`src/sv/rkpt_pkg.sv`:
```
// Shared types, codes and the watched key table for the repeated key press trigger.
package rkpt_pkg;

    localparam int NUM_WATCHED_KEYS_DEF  = 7;
    localparam int TICK_COUNTER_BITS_DEF = 16;
    localparam int MAX_WATCHED_KEYS      = 16;
    localparam int PADDR_W               = 4;

    // func codes of an input item
    localparam logic [1:0] FUNC_START = 2'd0;
    localparam logic [1:0] FUNC_EVENT = 2'd1;
    localparam logic [1:0] FUNC_TICK  = 2'd2;

    // held_status codes
    localparam logic [1:0] HELD_NONE   = 2'd0;
    localparam logic [1:0] HELD_SINGLE = 2'd1;

    localparam logic [1:0] EV_PRESS = 2'd1;

    // phase codes
    localparam logic [2:0] PH_IDLE  = 3'd0;
    localparam logic [2:0] PH_WAIT  = 3'd1;
    localparam logic [2:0] PH_COUNT = 3'd2;
    localparam logic [2:0] PH_DONE  = 3'd3;
    localparam logic [2:0] PH_FAIL  = 3'd4;

    // register indexes (paddr[3:2])
    localparam logic [1:0] REG_SKIP_DELAY  = 2'd0;
    localparam logic [1:0] REG_FIRST_WAIT  = 2'd1;
    localparam logic [1:0] REG_WINDOW      = 2'd2;
    localparam logic [1:0] REG_PRESSES     = 2'd3;

    localparam logic [15:0] FIRST_WAIT_RST = 16'd2000;
    localparam logic [15:0] WINDOW_RST     = 16'd5000;
    localparam logic [3:0]  PRESSES_RST    = 4'd5;

    // volume down, volume up, power, home, back, menu, camera; 1024 never matches
    localparam logic [10:0] WATCHED_KEYS [MAX_WATCHED_KEYS] = '{
        11'd114, 11'd115, 11'd116, 11'd102, 11'd158, 11'd139, 11'd212,
        11'd1024, 11'd1024, 11'd1024, 11'd1024, 11'd1024, 11'd1024,
        11'd1024, 11'd1024, 11'd1024
    };

    typedef struct packed {
        logic [1:0] func;
        logic       devices_present;
        logic [1:0] held_status;
        logic [9:0] held_code;
        logic       is_key_event;
        logic [9:0] event_code;
        logic [1:0] event_value;
    } in_item_t;

    typedef struct packed {
        logic [2:0] phase;
        logic [1:0] short_buzzes;
        logic       long_buzz;
        logic       decided;
        logic [3:0] presses_seen;
    } out_item_t;

    typedef struct packed {
        logic        skip_initial_delay;
        logic [15:0] first_wait_ticks;
        logic [15:0] count_window_ticks;
        logic [3:0]  presses_needed;
    } cfg_t;

    function automatic logic key_watched(logic [9:0] code, int nkeys);
        logic hit;
        hit = 1'b0;
        for (int i = 0; i < MAX_WATCHED_KEYS; i++)
        begin
            if (i < nkeys && WATCHED_KEYS[i] == {1'b0, code})
                hit = 1'b1;
        end
        return hit;
    endfunction

endpackage

```
`src/sv/rkpt_cfg.sv`:
```
// APB register file holding the trigger configuration.
module rkpt_cfg (
    input  logic                              clk,
    input  logic                              rst_n,
    input  logic                              psel,
    input  logic                              penable,
    input  logic                              pwrite,
    input  logic [rkpt_pkg::PADDR_W-1:0]      paddr,
    input  logic [31:0]                       pwdata,
    output logic [31:0]                       prdata,
    output logic                              pready,
    output rkpt_pkg::cfg_t                    cfg
);

    logic        skip_reg;
    logic [15:0] first_wait_reg;
    logic [15:0] window_reg;
    logic [3:0]  presses_reg;
    logic        wr_en;
    logic [1:0]  reg_idx;

    assign pready  = 1'b1;
    assign wr_en   = psel & penable & pwrite;
    assign reg_idx = paddr[3:2];

    always_ff @(posedge clk or negedge rst_n)
    begin
        if (!rst_n)
        begin
            skip_reg       <= 1'b0;
            first_wait_reg <= rkpt_pkg::FIRST_WAIT_RST;
            window_reg     <= rkpt_pkg::WINDOW_RST;
            presses_reg    <= rkpt_pkg::PRESSES_RST;
        end
        else if (wr_en)
        begin
            unique case (reg_idx)
                rkpt_pkg::REG_SKIP_DELAY: skip_reg       <= pwdata[0];
                rkpt_pkg::REG_FIRST_WAIT: first_wait_reg <= pwdata[15:0];
                rkpt_pkg::REG_WINDOW:     window_reg     <= pwdata[15:0];
                rkpt_pkg::REG_PRESSES:    presses_reg    <= pwdata[3:0];
                default:                  skip_reg       <= skip_reg;
            endcase
        end
    end

    always_comb
    begin
        unique case (reg_idx)
            rkpt_pkg::REG_SKIP_DELAY: prdata = {31'd0, skip_reg};
            rkpt_pkg::REG_FIRST_WAIT: prdata = {16'd0, first_wait_reg};
            rkpt_pkg::REG_WINDOW:     prdata = {16'd0, window_reg};
            rkpt_pkg::REG_PRESSES:    prdata = {28'd0, presses_reg};
            default:                  prdata = 32'd0;
        endcase
    end

    assign cfg.skip_initial_delay = skip_reg;
    assign cfg.first_wait_ticks   = first_wait_reg;
    assign cfg.count_window_ticks = window_reg;
    assign cfg.presses_needed     = presses_reg;

endmodule

```
`src/sv/rkpt_engine.sv`:
```
// Detection state and the one-item step rule.
module rkpt_engine #(
    parameter int NUM_WATCHED_KEYS  = rkpt_pkg::NUM_WATCHED_KEYS_DEF,
    parameter int TICK_COUNTER_BITS = rkpt_pkg::TICK_COUNTER_BITS_DEF
) (
    input  logic                 clk,
    input  logic                 rst_n,
    input  rkpt_pkg::cfg_t       cfg,
    input  logic                 step,
    input  rkpt_pkg::in_item_t   item,
    output rkpt_pkg::out_item_t  result
);

    localparam logic [32:0] TICK_MAX = {1'b0, {32{1'b1}}} >> (32 - TICK_COUNTER_BITS);

    logic [2:0]                   mode_reg,  mode_next;
    logic [9:0]                   key_reg,   key_next;
    logic [3:0]                   press_reg, press_next;
    logic [TICK_COUNTER_BITS-1:0] ticks_reg, ticks_next;

    logic [TICK_COUNTER_BITS-1:0] first_lim, window_lim;
    logic [1:0]                   sb;
    logic                         lb, dec;
    logic                         held_watched, ev_watched, single;
    logic                         first_press;
    logic [9:0]                   first_code;

    function automatic logic [TICK_COUNTER_BITS-1:0] tick_limit(logic [15:0] v);
        logic [32:0] v33;
        logic [32:0] lim;
        v33 = {17'd0, v};
        lim = (v33 > TICK_MAX) ? TICK_MAX : v33;
        return lim[TICK_COUNTER_BITS-1:0];
    endfunction

    assign first_lim    = tick_limit(cfg.first_wait_ticks);
    assign window_lim   = tick_limit(cfg.count_window_ticks);
    assign held_watched = rkpt_pkg::key_watched(item.held_code, NUM_WATCHED_KEYS);
    assign ev_watched   = rkpt_pkg::key_watched(item.event_code, NUM_WATCHED_KEYS);
    assign single       = (item.held_status == rkpt_pkg::HELD_SINGLE) && held_watched;

    always_comb
    begin
        mode_next   = mode_reg;
        key_next    = key_reg;
        press_next  = press_reg;
        ticks_next  = ticks_reg;
        sb          = 2'd0;
        lb          = 1'b0;
        dec         = 1'b0;
        first_press = 1'b0;
        first_code  = item.held_code;

        case (item.func)
            rkpt_pkg::FUNC_START:
            begin
                press_next = 4'd0;
                key_next   = 10'd0;
                ticks_next = '0;
                if (!item.devices_present || item.held_status[1]
                    || (!single && cfg.skip_initial_delay))
                begin
                    mode_next = rkpt_pkg::PH_FAIL;
                    dec       = 1'b1;
                end
                else if (single)
                begin
                    first_press = 1'b1;
                end
                else
                begin
                    ticks_next = first_lim;
                    if (first_lim == '0)
                    begin
                        mode_next = rkpt_pkg::PH_FAIL;
                        dec       = 1'b1;
                    end
                    else
                        mode_next = rkpt_pkg::PH_WAIT;
                end
            end
            rkpt_pkg::FUNC_EVENT:
            begin
                if (item.is_key_event && item.event_value == rkpt_pkg::EV_PRESS
                    && ev_watched)
                begin
                    if (mode_reg == rkpt_pkg::PH_WAIT)
                    begin
                        first_press = 1'b1;
                        first_code  = item.event_code;
                    end
                    else if (mode_reg == rkpt_pkg::PH_COUNT)
                    begin
                        if (item.event_code == key_reg)
                        begin
                            if (press_reg != 4'hF)
                                press_next = press_reg + 4'd1;
                            if (press_next >= cfg.presses_needed)
                            begin
                                mode_next = rkpt_pkg::PH_DONE;
                                lb        = 1'b1;
                                dec       = 1'b1;
                            end
                            else
                                sb = 2'd1;
                        end
                        else
                        begin
                            mode_next = rkpt_pkg::PH_FAIL;
                            dec       = 1'b1;
                        end
                    end
                end
            end
            rkpt_pkg::FUNC_TICK:
            begin
                if (mode_reg == rkpt_pkg::PH_WAIT || mode_reg == rkpt_pkg::PH_COUNT)
                begin
                    if (ticks_reg != '0)
                        ticks_next = ticks_reg - TICK_COUNTER_BITS'(1);
                    if (ticks_next == '0)
                    begin
                        mode_next = rkpt_pkg::PH_FAIL;
                        dec       = 1'b1;
                    end
                end
            end
            default:
            begin
                mode_next = mode_reg;
            end
        endcase

        // first press of a sequence, from a held key at start or a press while waiting
        if (first_press)
        begin
            key_next   = first_code;
            press_next = 4'd1;
            ticks_next = window_lim;
            sb         = 2'd2;
            if (cfg.presses_needed <= 4'd1)
            begin
                mode_next = rkpt_pkg::PH_DONE;
                lb        = 1'b1;
                dec       = 1'b1;
            end
            else if (window_lim == '0)
            begin
                mode_next = rkpt_pkg::PH_FAIL;
                dec       = 1'b1;
            end
            else
                mode_next = rkpt_pkg::PH_COUNT;
        end
    end

    always_ff @(posedge clk or negedge rst_n)
    begin
        if (!rst_n)
        begin
            mode_reg  <= rkpt_pkg::PH_IDLE;
            key_reg   <= 10'd0;
            press_reg <= 4'd0;
            ticks_reg <= '0;
        end
        else if (step)
        begin
            mode_reg  <= mode_next;
            key_reg   <= key_next;
            press_reg <= press_next;
            ticks_reg <= ticks_next;
        end
    end

    assign result.phase        = mode_next;
    assign result.short_buzzes = sb;
    assign result.long_buzz    = lb;
    assign result.decided      = dec;
    assign result.presses_seen = press_next;

endmodule

```
`src/sv/repeated_key_press_trigger_top.sv`:
```
// Repeated key press trigger: input register, step engine, result register.
// Order: an accepted item loads the input register, and the result register then loads
//   from the engine once the output side does not stall.
// Throughput: one item per cycle when the output side does not stall; while a result
//   waits under a stall the input register takes one more item, then stalls the input.
// Reset: rst_n clears the phase to idle, counters, key and valid flags, and loads
//   the configuration registers with their defaults.
module repeated_key_press_trigger_top #(
    parameter int NUM_WATCHED_KEYS  = rkpt_pkg::NUM_WATCHED_KEYS_DEF,
    parameter int TICK_COUNTER_BITS = rkpt_pkg::TICK_COUNTER_BITS_DEF
) (
    input  logic                          clk,
    input  logic                          rst_n,
    input  logic                          in_valid,
    output logic                          in_stall,
    input  rkpt_pkg::in_item_t            in_data,
    output logic                          out_valid,
    input  logic                          out_stall,
    output rkpt_pkg::out_item_t           out_data,
    input  logic                          psel,
    input  logic                          penable,
    input  logic                          pwrite,
    input  logic [rkpt_pkg::PADDR_W-1:0]  paddr,
    input  logic [31:0]                   pwdata,
    output logic [31:0]                   prdata,
    output logic                          pready
);

    rkpt_pkg::cfg_t      cfg;
    rkpt_pkg::in_item_t  in_item_reg;
    rkpt_pkg::out_item_t out_item_reg;
    rkpt_pkg::out_item_t result;
    logic                in_full_reg, in_full_next;
    logic                out_valid_reg, out_valid_next;
    logic                out_free, fire, accept;

    rkpt_cfg u_cfg (
        .clk     (clk),
        .rst_n   (rst_n),
        .psel    (psel),
        .penable (penable),
        .pwrite  (pwrite),
        .paddr   (paddr),
        .pwdata  (pwdata),
        .prdata  (prdata),
        .pready  (pready),
        .cfg     (cfg)
    );

    rkpt_engine #(
        .NUM_WATCHED_KEYS  (NUM_WATCHED_KEYS),
        .TICK_COUNTER_BITS (TICK_COUNTER_BITS)
    ) u_engine (
        .clk    (clk),
        .rst_n  (rst_n),
        .cfg    (cfg),
        .step   (fire),
        .item   (in_item_reg),
        .result (result)
    );

    assign out_free = !out_valid_reg || !out_stall;
    assign fire     = in_full_reg && out_free;
    assign in_stall = in_full_reg && !out_free;
    assign accept   = in_valid && !in_stall;

    assign in_full_next   = accept | (in_full_reg & ~fire);
    assign out_valid_next = fire | (out_valid_reg & out_stall);

    always_ff @(posedge clk or negedge rst_n)
    begin
        if (!rst_n)
        begin
            in_full_reg   <= 1'b0;
            out_valid_reg <= 1'b0;
        end
        else
        begin
            in_full_reg   <= in_full_next;
            out_valid_reg <= out_valid_next;
        end
    end

    always_ff @(posedge clk)
    begin
        if (accept)
            in_item_reg <= in_data;
        if (fire)
            out_item_reg <= result;
    end

    assign out_valid = out_valid_reg;
    assign out_data  = out_item_reg;

endmodule
```
`config.mk`:
```
export PLATFORM = sky130hd
export DESIGN_NAME = repeated_key_press_trigger_top
export DESIGN_NICKNAME = d
export VERILOG_FILES = /design/src/sv/rkpt_pkg.sv /design/src/sv/rkpt_cfg.sv /design/src/sv/rkpt_engine.sv /design/src/sv/repeated_key_press_trigger_top.sv
export SDC_FILE = /design/constraint.sdc
export NUM_CORES = 1
export LEC_CHECK = 0
export ABC_AREA = 1
export CELL_PAD_IN_SITES_DETAIL_PLACEMENT = 0
export CELL_PAD_IN_SITES_GLOBAL_PLACEMENT = 1
export CORE_UTILIZATION = 50
export CTS_CLUSTER_SIZE = 28
export DETAILED_ROUTE_END_ITERATION = 16
export DONT_BUFFER_PORTS = 1
export GPL_TIMING_DRIVEN = 0
export PLACE_DENSITY_LB_ADDON = 0.1
export SLEW_MARGIN = 25
export SYNTH_ARGS = -nofsm -noshare
export SYNTH_HDL_FRONTEND = slang
export SYNTH_SLANG_ARGS = --single-unit
```
`constraint.sdc`:
```
create_clock -name clk -period 4.4 [get_ports clk]
set_clock_uncertainty 0.2 [all_clocks]
set_input_delay 0.88 -clock clk [delete_from_list [all_inputs] [get_ports clk]]
set_output_delay 0.88 -clock clk [all_outputs]
set_load 0.005 [all_outputs]
```
==> report_table.html, run 1 <==
<table>
<tr><th>Metric</th><th>Value</th></tr>
<tr><th colspan="2">Place</th></tr>
<tr><td>Number of I/O port buffers</td><td>0</td></tr>
<tr><td>Placed instance count</td><td>981</td></tr>
<tr><td>Half-perimeter wire length after detailed placement</td><td>12780 um</td></tr>
<tr><td>Weighted congestion reported at the end of routability-driven placement</td><td>0.9071</td></tr>
<tr><th colspan="2">CTS</th></tr>
<tr><td>Root buffer cell</td><td>clkbuf_16</td></tr>
<tr><td>Number of buffers created by CTS</td><td>9</td></tr>
<tr><td>Longest Clk Path Bufs</td><td>2</td></tr>
<tr><td>H-tree depth</td><td>3</td></tr>
<tr><td>Post-CTS setup buffer count</td><td>0</td></tr>
<tr><td>CTS tree</td><td>yes</td></tr>
<tr><td>Latest clock arrival within the worst-skew pair</td><td>0.37 ns</td></tr>
<tr><td>Clock Sinks</td><td>111</td></tr>
<tr><td>Clock transition at the registers of the reported paths</td><td>0.07 ns</td></tr>
<tr><td>Number of resized instances in the post-cts repair step</td><td>0</td></tr>
<tr><th colspan="2">STA</th></tr>
<tr><td>Sum of negative setup slack</td><td>0 ns</td></tr>
<tr><td>Hold Fails Final Rpt</td><td>0</td></tr>
<tr><td>Timing-limited maximum frequency</td><td>326.2 MHz</td></tr>
<tr><td>Unrepaired setup endpoints after global routing</td><td>false</td></tr>
<tr><td>Period Utilization, post-route</td><td>69.67%</td></tr>
<tr><td>Max-slew violation count</td><td>0</td></tr>
<tr><td>Clock period minus worst slack</td><td>3.066 ns</td></tr>
<tr><td>Relative slew margins</td><td>34.60%</td></tr>
<tr><td>Finish-stage setup viols</td><td>0</td></tr>
<tr><td>Worst-Margin Slew</td><td>0.9800 ns</td></tr>
<tr><th colspan="2">Logic synthesis</th></tr>
<tr><td>Count of warnings emitted by yosys</td><td>0</td></tr>
<tr><td>Post-Syn Area</td><td>6272 um2</td></tr>
<tr><td>Post-synthesis register bit count</td><td>111</td></tr>
<tr><td>Post-synthesis cell type with the largest combined area</td><td>dfrtp_1</td></tr>
<tr><td>Number of instances in the synthesized netlist</td><td>798</td></tr>
<tr><td>Share of the yosys chip area belonging to registers</td><td>47.66%</td></tr>
<tr><td>Average size of a mapped cell</td><td>7.860 um2</td></tr>
<tr><td>Unique masters post-synth</td><td>41</td></tr>
<tr><td>Area share of the largest cell type after synthesis</td><td>23.54%</td></tr>
<tr><td>Cell types occupying the most area after synthesis</td><td>dfrtp_1, edfxtp_1, nand2_1, inv_1, dfstp_2</td></tr>
<tr><th colspan="2">Layout</th></tr>
<tr><td>Largest register FFs</td><td>28</td></tr>
<tr><td>Fraction of layout instances using a drive strength above 1</td><td>8.654%</td></tr>
<tr><td>Non-filler cells in the finished layout</td><td>1000</td></tr>
<tr><td>Commonest cells after routing, fill and taps aside</td><td>nand2_1, inv_1, nor2_1</td></tr>
<tr><td>Synthesis-to-layout area growth</td><td>9.974%</td></tr>
<tr><td>Antenna cells</td><td>0</td></tr>
<tr><td>Total of fill cells in the finished design</td><td>1154</td></tr>
<tr><td>Most frequent standard cell in the layout excluding fill and tap cells</td><td>nand2_1</td></tr>
<tr><td>Final-stage net count</td><td>905</td></tr>
<tr><th colspan="2">Floorplanning</th></tr>
<tr><td>Initial standard-cell utilization of the core</td><td>51.79%</td></tr>
<tr><td>Die area</td><td>13000 um2</td></tr>
<tr><td>Die Span X</td><td>114 um</td></tr>
<tr><td>Num ports</td><td>117</td></tr>
<tr><td>Floorplan Core Area</td><td>12110 um2</td></tr>
<tr><td>Die height</td><td>114 um</td></tr>
<tr><td>Number of rows in the core area</td><td>40</td></tr>
<tr><th colspan="2">Worst setup path</th></tr>
<tr><td>Worst EP arrival</td><td>2.98 ns</td></tr>
<tr><td>Critical Setup Path Class</td><td>flip-flop to flip-flop</td></tr>
<tr><td>Largest fanout on the critical path</td><td>4</td></tr>
<tr><td>Reg-to-reg slack, setup</td><td>1.33 ns</td></tr>
<tr><td>Data required time at the worst endpoint</td><td>4.32 ns</td></tr>
<tr><td>Kind of launch point of the worst setup path</td><td>flip-flop</td></tr>
<tr><td>Type of element capturing the critical path</td><td>flip-flop</td></tr>
<tr><th colspan="2">Detailed routing</th></tr>
<tr><td>Starting DRC count in detailed routing</td><td>423</td></tr>
<tr><td>Post-DR wirelength/cell</td><td>16.55 um</td></tr>
<tr><td>Number of remaining DRC errors</td><td>0</td></tr>
<tr><td>Total via count after detailed routing</td><td>5324</td></tr>
<tr><td>Remaining number of nets flagged by the antenna check after routing</td><td>0</td></tr>
<tr><td>Routed via count divided by cell count</td><td>5.324</td></tr>
<tr><td>TritonRoute pass-1 iters</td><td>5</td></tr>
<tr><td>Routed Wire Length</td><td>16550 um</td></tr>
<tr><th colspan="2">Global route</th></tr>
<tr><td>GRT Residual Overflow</td><td>0</td></tr>
<tr><td>Global routing usage on met3</td><td>5.154%</td></tr>
<tr><td>Largest net degree at the start of global routing</td><td>47</td></tr>
<tr><td>Grt met2 use</td><td>41.41%</td></tr>
<tr><td>Vias in the first global route</td><td>5135</td></tr>
<tr><td>First-pass GRT wire length</td><td>26800 um</td></tr>
<tr><td>Global routing usage summed across all routing layers</td><td>27.25%</td></tr>
<tr><td>Met1 GRT Util</td><td>39.13%</td></tr>
<tr><td>Number of antenna violations at the first check in global routing</td><td>0</td></tr>
<tr><td>Highest-utilization routing layer at the global route stage</td><td>met2</td></tr>
<tr><th colspan="2">Power</th></tr>
<tr><td>P per Cell Area</td><td>463.7 nW/um2</td></tr>
<tr><td>Leakage power</td><td>3.104 nW</td></tr>
<tr><td>IR Drop Worst-Case VDD</td><td>0.0002970 V</td></tr>
<tr><th colspan="2">Min path</th></tr>
<tr><td>Worst min-delay path class</td><td>primary input to async pin</td></tr>
<tr><th colspan="2">Job</th></tr>
<tr><td>Max-capacitance violation count</td><td>0</td></tr>
<tr><th colspan="2">Status</th></tr>
<tr><td>Outcome</td><td>complete, no violations</td></tr>
</table>
## through the flow
| stage | power (mW) | worst slack (ns) | instance area, um2 | utilization, % | hold WS [ns] |
|---|---|---|---|---|---|
| CTS | 3.206 | 1.340 | 6888 | 56.87 | 0.001059 |
| detailed placement | 2.347 | 1.373 | 6539 | 53.99 | 0.2796 |
| global route | 3.407 | 1.023 | 6898 | 56.95 | 0.0008839 |
| global placement | 2.331 | 1.414 | 6539 | 53.99 | 0.2564 |
| finish | 3.199 | 1.334 | 6898 | 56.95 | 0.01378 |
| floorplan | 2.083 | 1.765 | 6329 | - | 0.2477 |
## path summary, 6_finish.rpt
path                                                         from                                 to  cells after the start
min in group clk                            in_full_reg$_DFF_PN0_                out_valid$_DFF_PN0_                      2
max in group asynchronous                                   rst_n    u_engine.key_reg[0]$_DFFE_PN0P_                      1
worst min-delay path                                        rst_n  u_engine.ticks_reg[1]$_DFFE_PN0P_                      0
worst max-delay path            u_engine.press_reg[1]$_DFFE_PN0P_              out_data[8]$_DFFE_PP_                     18
worst min register to register              in_full_reg$_DFF_PN0_                out_valid$_DFF_PN0_                      2
worst max register to register  u_engine.press_reg[1]$_DFFE_PN0P_              out_data[8]$_DFFE_PP_                     18
## where the power goes
part	switching (mW)	internal (mW)
clock	0.411	0.437
combinational	0.576	0.291
sequential	0.183	1.30
## kinds of logic (layout without fill, tap and decap cells)
kind of cell	Yosys count	count (layout)	share of synthesized area, %
AOI/OAI and AO/OA	145	145	13.23
xor gates and xnor gates	19	19	2.653
adders and majority gates	7	7	1.396
buffers and inverters	145	164	10.19
DFF	111	111	47.66
muxes	1	1	0.1596
other	2	17	0.1197
and+or+nand+nor	368	368	24.60
## synth_stat cells (all sizes together)
master     n
nor3       8
nand3b     4
a21boi     1
dfstp     13
o2111ai    1
nand2    209
xnor2      3
nor4       5
o32ai      1
o21ai     76
a21oi     30
clkbuf    11
nor2b      1
edfxtp    39
nor2      88
buf       26
o22ai     14
a31oi      1
o21a       1
o21bai     3
inv      108
ha         7
xor2      16
nand3     37
dfrtp     59
o221ai     9
nand4     15
conb       2
o211ai     8
mux2i      1
and2       1
## area by class of cell
cell class / instances / area (um2) / area share [%]
sequential: 111 / 2989 / 43.33
multi-input combinational: 557 / 2700 / 39.14
inverter: 108 / 405.4 / 5.877
clock buffer: 10 / 250.2 / 3.628
buffer: 37 / 234.0 / 3.392
tap: 168 / 210.2 / 3.047
clock inverter: 6 / 68.82 / 0.9976
timing repair buffer: 3 / 40.04 / 0.5804
## metal layers
metal / up-vias / routed length, um / part of all wire (%)
met4: 0 / 308 / 1.9
met5: - / 0 / 0
met3: 22 / 1001 / 6.0
met1: 2484 / 7908 / 48
met2: 171 / 7327 / 44
li1: 2647 / - / -
## timing repair
item | CTS | global route
hold buffers | 2 | 1
endpoints found under the setup margin | 0 | 0
hold endpoints to repair | 23 | 5
## critical path, cell delays in order (launching register included)
cell and delay (ns):
dfrtp_1 0.40, ha_1 0.19, nand2_1 0.07, nor2_1 0.15, inv_1 0.10, o21ai_0 0.31
ha_1 0.30, inv_1 0.05, a21oi_1 0.03, o21a_1 0.16, o21ai_0 0.18, nand2_1 0.12
nand3_1 0.11, nand2_1 0.06, nand2_1 0.06, nand2_1 0.05, nand2_1 0.05, nand3_1 0.08
and2_1 0.15
No activity file was read; power rests on OpenSTA's default activity.
==> run 2, diff against run 1 <==
- CORE_UTILIZATION: 50 -> 47
- clock period: 4.4 -> 2.9 ns (I/O delays scaled with it)
==> report_table.html, run 2 (same netlist as run 1, synthesis figures left out) <==
<table>
<tr><th>Metric</th><th>Value</th></tr>
<tr><th colspan="2">Floorplanning</th></tr>
<tr><td>Initial standard-cell utilization of the core</td><td>48.91%</td></tr>
<tr><td>Floorplan Core Area</td><td>12820 um2</td></tr>
<tr><td>Number of rows in the core area</td><td>41</td></tr>
<tr><td>Die height</td><td>117.5 um</td></tr>
<tr><td>Num ports</td><td>117</td></tr>
<tr><td>Die Span X</td><td>117.5 um</td></tr>
<tr><td>Die area</td><td>13810 um2</td></tr>
<tr><th colspan="2">Worst setup path</th></tr>
<tr><td>Data required time at the worst endpoint</td><td>2.82 ns</td></tr>
<tr><td>Critical Setup Path Class</td><td>flip-flop to flip-flop</td></tr>
<tr><td>Kind of launch point of the worst setup path</td><td>flip-flop</td></tr>
<tr><td>Bufs and invs on worst path</td><td>1</td></tr>
<tr><td>Largest fanout on the critical path</td><td>5</td></tr>
<tr><td>Worst EP arrival</td><td>2.64 ns</td></tr>
<tr><td>Slowest cell on the critical path</td><td>dfrtp_1</td></tr>
<tr><td>RR Endpoint</td><td>out_data[8]$_DFFE_PP_</td></tr>
<tr><td>Type of element capturing the critical path</td><td>flip-flop</td></tr>
<tr><td>Reg-to-reg slack, setup</td><td>0.19 ns</td></tr>
<tr><td>Cell breakdown of the critical path</td><td>inv_1 &gt; ha_1 &gt; nand2_1 &gt; nor2_1 &gt; xor2_1 &gt; o21ai_0 &gt; nand2_1 &gt; nor2_1 &gt; nand3_1 &gt; nand3_1 &gt; nand3_2 &gt; and2_1</td></tr>
<tr><td>Launching element of the worst setup path</td><td>u_engine.ticks_reg[0]$_DFFE_PN0P_</td></tr>
<tr><td>Family with the most delay on the worst path</td><td>simple AND/OR/NAND/NOR gates</td></tr>
<tr><td>Worst stage delay on the critical path</td><td>0.43 ns</td></tr>
<tr><td>R2R depth</td><td>12</td></tr>
<tr><td>Critical register-to-register path startpoint</td><td>u_engine.ticks_reg[0]$_DFFE_PN0P_</td></tr>
<tr><th colspan="2">STA</th></tr>
<tr><td>Relative slew margins</td><td>36.97%</td></tr>
<tr><td>Max-slew violation count</td><td>0</td></tr>
<tr><td>Clock period minus worst slack</td><td>2.714 ns</td></tr>
<tr><td>Hold Fails Final Rpt</td><td>0</td></tr>
<tr><td>Slack of the critical path</td><td>0.1861 ns</td></tr>
<tr><td>Period Utilization, post-route</td><td>93.58%</td></tr>
<tr><td>Worst-Margin Slew</td><td>0.9454 ns</td></tr>
<tr><td>Finish-stage setup viols</td><td>0</td></tr>
<tr><td>Timing-limited maximum frequency</td><td>368.5 MHz</td></tr>
<tr><th colspan="2">Power</th></tr>
<tr><td>P per Cell Area</td><td>696.6 nW/um2</td></tr>
<tr><td>Pwr Total</td><td>4.834 mW</td></tr>
<tr><td>IR Drop Worst-Case VDD</td><td>0.0004498 V</td></tr>
<tr><td>Leakage power</td><td>3.120 nW</td></tr>
<tr><th colspan="2">Detailed routing</th></tr>
<tr><td>TritonRoute pass-1 iters</td><td>5</td></tr>
<tr><td>Post-DR wirelength/cell</td><td>15.72 um</td></tr>
<tr><td>Starting DRC count in detailed routing</td><td>310</td></tr>
<tr><td>Number of remaining DRC errors</td><td>0</td></tr>
<tr><td>Total via count after detailed routing</td><td>5280</td></tr>
<tr><td>Routed Wire Length</td><td>15830 um</td></tr>
<tr><td>Remaining number of nets flagged by the antenna check after routing</td><td>0</td></tr>
<tr><td>Routed via count divided by cell count</td><td>5.243</td></tr>
<tr><th colspan="2">Global route</th></tr>
<tr><td>Vias in the first global route</td><td>4977</td></tr>
<tr><td>Global routing usage summed across all routing layers</td><td>23.89%</td></tr>
<tr><td>GRT Residual Overflow</td><td>0</td></tr>
<tr><td>Number of antenna violations at the first check in global routing</td><td>0</td></tr>
<tr><td>First-pass GRT wire length</td><td>25740 um</td></tr>
<tr><td>Largest net degree at the start of global routing</td><td>73</td></tr>
<tr><th colspan="2">CTS</th></tr>
<tr><td>Number of buffers created by CTS</td><td>9</td></tr>
<tr><td>Clock transition at the registers of the reported paths</td><td>0.08 ns</td></tr>
<tr><td>Clock Sinks</td><td>111</td></tr>
<tr><td>H-tree depth</td><td>3</td></tr>
<tr><td>CTS tree</td><td>yes</td></tr>
<tr><td>Root buffer cell</td><td>clkbuf_16</td></tr>
<tr><td>Latest clock arrival within the worst-skew pair</td><td>0.37 ns</td></tr>
<tr><td>Longest Clk Path Bufs</td><td>2</td></tr>
<tr><th colspan="2">Place</th></tr>
<tr><td>Placed instance count</td><td>985</td></tr>
<tr><td>Half-perimeter wire length after detailed placement</td><td>12260 um</td></tr>
<tr><td>Setup slack at placement</td><td>-0.04493 ns</td></tr>
<tr><td>Weighted congestion reported at the end of routability-driven placement</td><td>0.9228</td></tr>
<tr><td>Number of I/O port buffers</td><td>0</td></tr>
<tr><th colspan="2">Min path</th></tr>
<tr><td>Hold Startpoint</td><td>in_data[1]</td></tr>
<tr><td>Worst min-delay path class</td><td>primary input to flip-flop</td></tr>
<tr><td>Endpoint, Worst Hold</td><td>in_item_reg[1]$_DFFE_PP_</td></tr>
<tr><td>Worst hold path stage count</td><td>0</td></tr>
<tr><th colspan="2">Layout</th></tr>
<tr><td>Largest register FFs</td><td>28</td></tr>
<tr><td>Final-stage net count</td><td>908</td></tr>
<tr><td>Most frequent standard cell in the layout excluding fill and tap cells</td><td>nand2_1</td></tr>
<tr><td>Antenna cells</td><td>0</td></tr>
<tr><td>Area taken by multi-input logic gates</td><td>2729 um2</td></tr>
<tr><td>Non-filler cells in the finished layout</td><td>1007</td></tr>
<tr><td>Commonest cells after routing, fill and taps aside</td><td>nand2_1, inv_1, nor2_1</td></tr>
<tr><td>Total of fill cells in the finished design</td><td>1245</td></tr>
<tr><td>Fraction of layout instances using a drive strength above 1</td><td>10.06%</td></tr>
<tr><td>Storage cell area</td><td>2989 um2</td></tr>
<tr><td>Synthesis-to-layout area growth</td><td>10.63%</td></tr>
<tr><th colspan="2">Job</th></tr>
<tr><td>Max-capacitance violation count</td><td>0</td></tr>
<tr><th colspan="2">Status</th></tr>
<tr><td>Outcome</td><td>complete, no violations</td></tr>
</table>
-- run 2: worst reg2reg max path: cells and delay by family (launching register included) --
| kind | cells | cell delay [ns] |
|---|---|---|
| AOI/OAI and AO/OA | 1 | 0.18 |
| xor gates and xnor gates | 1 | 0.12 |
| adders and majority gates | 1 | 0.31 |
| buffers and inverters | 1 | 0.20 |
| DFF | 1 | 0.43 |
| and+or+nand+nor | 8 | 1.04 |
-- run 2: worst max path at each step --
stage / endpoint / depth (start not counted) / slack (ns)
6_report: out_data[8]$_DFFE_PP_ / 12 / 0.19
5_1_grt: out_data[8]$_DFFE_PP_ / 19 / -0.03
4_1_cts: out_data[8]$_DFFE_PP_ / 18 / 0.01
3_5_place_dp: out_data[8]$_DFFE_PP_ / 18 / -0.04
3_3_place_gp: out_data[8]$_DFFE_PP_ / 18 / -0.02
2_1_floorplan: out_data[8]$_DFFE_PP_ / 18 / 0.29
-- run 2: layer usage --
layer  track usage, %  vias up  part of all wire (%)
li1                 -     2643                     -
met1            33.84     2425                    48
met2            35.65      192                    43
met3            6.734       20                   7.5
met4            6.971        0                   1.6
met5                0        -                     0
-- run 2: cell type report --
| type | count | share of cell area, % |
|---|---|---|
| Timing Repair Buffer | 6 | 0.9737 |
| Multi-Input combinational cell | 557 | 39.33 |
| Clock inverter | 7 | 1.064 |
| Inverter | 108 | 5.842 |
| Buffer | 37 | 3.372 |
| Clock buffer | 9 | 3.246 |
| Sequential cell | 111 | 43.08 |
| Tap cell | 172 | 3.101 |
-- run 2: repair_timing --
action / in CTS / in global routing
pin swaps: 0 / 3
setup buffers: 0 / 4
hold buffers: 2 / 0
endpoints found under the hold margin: 72 / 0
resized for setup: 1 / 10
setup endpoints to repair: 1 / 4
-- run 2: per-stage QoR --
step | hold slack (ns) | TNS, ns | cell area [um2] | utilization, %
after detailed placement | 0.08577 | -0.04493 | 6544 | 51.02
after global placement | 0.08607 | -0.02272 | 6544 | 51.02
after global routing | 0.08591 | -0.02519 | 6939 | 54.11
final | 0.1064 | 0 | 6939 | 54.11
after CTS | 0.09421 | 0 | 6880 | 53.65
after floorplan | 0.08441 | 0 | 6329 | -
-- run 2: where the power goes --
group          internal [mW]  total (mW)  switching, mW
Clock                  0.609        1.23          0.621
Combinational          0.458        1.36          0.904
Sequential              1.97        2.24          0.269
==> run 3, diff against run 2 <==
- BUFFER_PORTS_ARGS: not set -> -buffer_cell sky130_fd_sc_hd__buf_2
- CORE_UTILIZATION: 47 -> 41
- DONT_BUFFER_PORTS: 1 -> not set
- PLACE_DENSITY: not set -> 0.85
- PLACE_DENSITY_LB_ADDON: 0.1 -> not set
==> report_table.html, run 3 (same netlist as run 1, synthesis figures left out) <==
<table>
<tr><th>Metric</th><th>Value</th></tr>
<tr><th colspan="2">Status</th></tr>
<tr><td>Outcome</td><td>finished, violations left</td></tr>
<tr><td>Violated checks</td><td>design-rule violations</td></tr>
<tr><th colspan="2">Global route</th></tr>
<tr><td>Vias in the first global route</td><td>4988</td></tr>
<tr><td>Largest net degree at the start of global routing</td><td>50</td></tr>
<tr><td>First-pass GRT wire length</td><td>25790 um</td></tr>
<tr><td>GRT Residual Overflow</td><td>0</td></tr>
<tr><td>Number of antenna violations at the first check in global routing</td><td>0</td></tr>
<tr><td>Global routing usage summed across all routing layers</td><td>21.21%</td></tr>
<tr><th colspan="2">Layout</th></tr>
<tr><td>Synthesis-to-layout area growth</td><td>17.69%</td></tr>
<tr><td>Layout Utilization</td><td>50.03%</td></tr>
<tr><td>Commonest cells after routing, fill and taps aside</td><td>nand2_1, inv_1, buf_2</td></tr>
<tr><td>Antenna cells</td><td>0</td></tr>
<tr><td>Most frequent standard cell in the layout excluding fill and tap cells</td><td>nand2_1</td></tr>
<tr><td>Final-stage net count</td><td>988</td></tr>
<tr><td>Fraction of layout instances using a drive strength above 1</td><td>18.36%</td></tr>
<tr><td>Largest register FFs</td><td>28</td></tr>
<tr><th colspan="2">Detailed routing</th></tr>
<tr><td>Post-DR wirelength/cell</td><td>14.64 um</td></tr>
<tr><td>TritonRoute pass-1 iters</td><td>11</td></tr>
<tr><td>Number of remaining DRC errors</td><td>3</td></tr>
<tr><td>Routed via count divided by cell count</td><td>5.013</td></tr>
<tr><td>Routed Wire Length</td><td>16090 um</td></tr>
<tr><td>Total via count after detailed routing</td><td>5509</td></tr>
<tr><td>Remaining number of nets flagged by the antenna check after routing</td><td>0</td></tr>
<tr><td>Starting DRC count in detailed routing</td><td>341</td></tr>
<tr><th colspan="2">CTS</th></tr>
<tr><td>CTS tree</td><td>yes</td></tr>
<tr><td>Clock Sinks</td><td>111</td></tr>
<tr><td>Number of buffers created by CTS</td><td>9</td></tr>
<tr><td>Clock transition at the registers of the reported paths</td><td>0.08 ns</td></tr>
<tr><td>Latest clock arrival within the worst-skew pair</td><td>0.36 ns</td></tr>
<tr><td>Root buffer cell</td><td>clkbuf_16</td></tr>
<tr><td>Longest Clk Path Bufs</td><td>2</td></tr>
<tr><td>H-tree depth</td><td>3</td></tr>
<tr><th colspan="2">Place</th></tr>
<tr><td>Half-perimeter wire length after detailed placement</td><td>12600 um</td></tr>
<tr><td>Weighted congestion reported at the end of routability-driven placement</td><td>0.8992</td></tr>
<tr><td>Setup slack at placement</td><td>-0.08858 ns</td></tr>
<tr><td>Number of I/O port buffers</td><td>81</td></tr>
<tr><th colspan="2">STA</th></tr>
<tr><td>Slack of the critical path</td><td>0.1495 ns</td></tr>
<tr><td>Clock period minus worst slack</td><td>2.751 ns</td></tr>
<tr><td>Finish-stage setup viols</td><td>0</td></tr>
<tr><td>Period Utilization, post-route</td><td>94.85%</td></tr>
<tr><td>Worst-Margin Slew</td><td>0.9508 ns</td></tr>
<tr><td>Timing-limited maximum frequency</td><td>363.6 MHz</td></tr>
<tr><td>Max-slew violation count</td><td>0</td></tr>
<tr><td>Hold Fails Final Rpt</td><td>0</td></tr>
<tr><td>Relative slew margins</td><td>36.61%</td></tr>
<tr><th colspan="2">Floorplanning</th></tr>
<tr><td>Die area</td><td>15800 um2</td></tr>
<tr><td>Floorplan Core Area</td><td>14750 um2</td></tr>
<tr><td>Die height</td><td>125.7 um</td></tr>
<tr><td>Number of rows in the core area</td><td>44</td></tr>
<tr><td>Initial standard-cell utilization of the core</td><td>42.51%</td></tr>
<tr><td>Die Span X</td><td>125.7 um</td></tr>
<tr><td>Num ports</td><td>117</td></tr>
<tr><th colspan="2">Worst setup path</th></tr>
<tr><td>Kind of launch point of the worst setup path</td><td>flip-flop</td></tr>
<tr><td>Largest fanout on the critical path</td><td>4</td></tr>
<tr><td>Reg-to-reg slack, setup</td><td>0.15 ns</td></tr>
<tr><td>Data required time at the worst endpoint</td><td>2.82 ns</td></tr>
<tr><td>Critical Setup Path Class</td><td>flip-flop to flip-flop</td></tr>
<tr><td>Type of element capturing the critical path</td><td>flip-flop</td></tr>
<tr><td>Worst EP arrival</td><td>2.67 ns</td></tr>
<tr><th colspan="2">Min path</th></tr>
<tr><td>Worst min-delay path class</td><td>primary input to flip-flop</td></tr>
<tr><th colspan="2">Job</th></tr>
<tr><td>Max-capacitance violation count</td><td>0</td></tr>
<tr><th colspan="2">Power</th></tr>
<tr><td>Power share of the clock group</td><td>26.0%</td></tr>
<tr><td>P per Cell Area</td><td>673.5 nW/um2</td></tr>
<tr><td>Leakage power</td><td>3.452 nW</td></tr>
<tr><td>Part of the total power dissipated in combinational logic</td><td>29.4%</td></tr>
<tr><td>Sequential share of power</td><td>44.6%</td></tr>
<tr><td>Switching power of the nets</td><td>1.796 mW</td></tr>
<tr><td>Sw Share</td><td>36.12%</td></tr>
<tr><td>Cell internal power dissipation</td><td>3.176 mW</td></tr>
<tr><td>IR Drop Worst-Case VDD</td><td>0.0002971 V</td></tr>
</table>
==> run 3: cell count changes in the layout (fill, tap and decap cells not counted), sizes merged <==
cell      previous run  this run
buf                 31       111
clkinv               4         2
bufinv               0         1
clkinvlp             0         1
==> run 3: layout make-up <==
cell class	instances	area, um2
Tap cell	184	230.2
Buffer	37	234.0
Inverter	108	405.4
Clock inverter	7	78.83
Multi-Input combinational cell	557	2751
Sequential cell	111	2989
Timing Repair Buffer	86	467.9
Clock buffer	9	225.2
Fill cell	1455	7372
==> run 3: worst paths after layout <==
path | from | to | cells past startpoint
max reg2reg | u_engine.press_reg[0]$_DFFE_PN0P_ | out_data[8]$_DFFE_PP_ | 18
min in group asynchronous | rst_n | u_engine.ticks_reg[11]$_DFFE_PN0P_ | 2
min reg2reg | in_full_reg$_DFF_PN0_ | out_valid$_DFF_PN0_ | 2
min | in_data[6] | in_item_reg[6]$_DFFE_PP_ | 1
max | u_engine.press_reg[0]$_DFFE_PN0P_ | out_data[8]$_DFFE_PP_ | 18
max in group asynchronous | rst_n | u_cfg.first_wait_reg[7]$_DFFE_PN1P_ | 3
==> run 3: routing by layer <==
layer | up-vias | wire length, um | track usage, %
met1 | 2546 | 7965 | 31.66
met4 | 0 | 214 | 6.671
li1 | 2804 | - | -
met2 | 145 | 7093 | 31.93
met5 | - | 0 | 0
met3 | 14 | 817 | 2.761
==> run 3: stage by stage <==
step	std cells	total power [mW]	setup TNS [ns]	hold slack (ns)	cell area, um2
finish	1099	4.972	0	0.1885	7382
global route	1099	5.302	-0.04734	0.1774	7382
CTS	1096	4.942	0	0.1815	7312
detailed placement	1079	3.649	-0.08876	0.2892	6994
global placement	1078	3.639	-0.1302	0.2758	6964
floorplan	813	3.161	0	0.08441	6329
==> run 3: what timing repair did <==
item	4_1_cts	5_1_grt
pin swaps	0	5
gates resized for setup	2	14
buffers inserted	0	3
setup endpoints to repair	2	6
hold buffers	1	0
gates cloned	0	0
endpoints found under the hold margin	23	0
==> run 3: power by group through the flow <==
stage | Sequential (mW) | Clock, mW | Combinational [mW]
after floorplan | 2.18 | 0 | 0.977
after global placement | 2.24 | 0 | 1.40
after detailed placement | 2.25 | 0 | 1.40
after CTS | 2.22 | 1.31 | 1.42
after global routing | 2.26 | 1.38 | 1.66
final | 2.22 | 1.29 | 1.46
==> run 3: worst max-delay path: stages (launching register included) <==
cell and delay, ns:
dfrtp_1 0.38, ha_2 0.20, nand2_2 0.08, nor2_4 0.16
inv_2 0.09, o21ai_4 0.18, ha_1 0.25, inv_1 0.05
a21oi_1 0.03, o21a_1 0.17, o21ai_1 0.11, nand2_1 0.11
nand3_2 0.08, nand2_1 0.05, nand2_1 0.05, nand2_1 0.05
nand2_1 0.07, nand3_2 0.07, and2_4 0.14
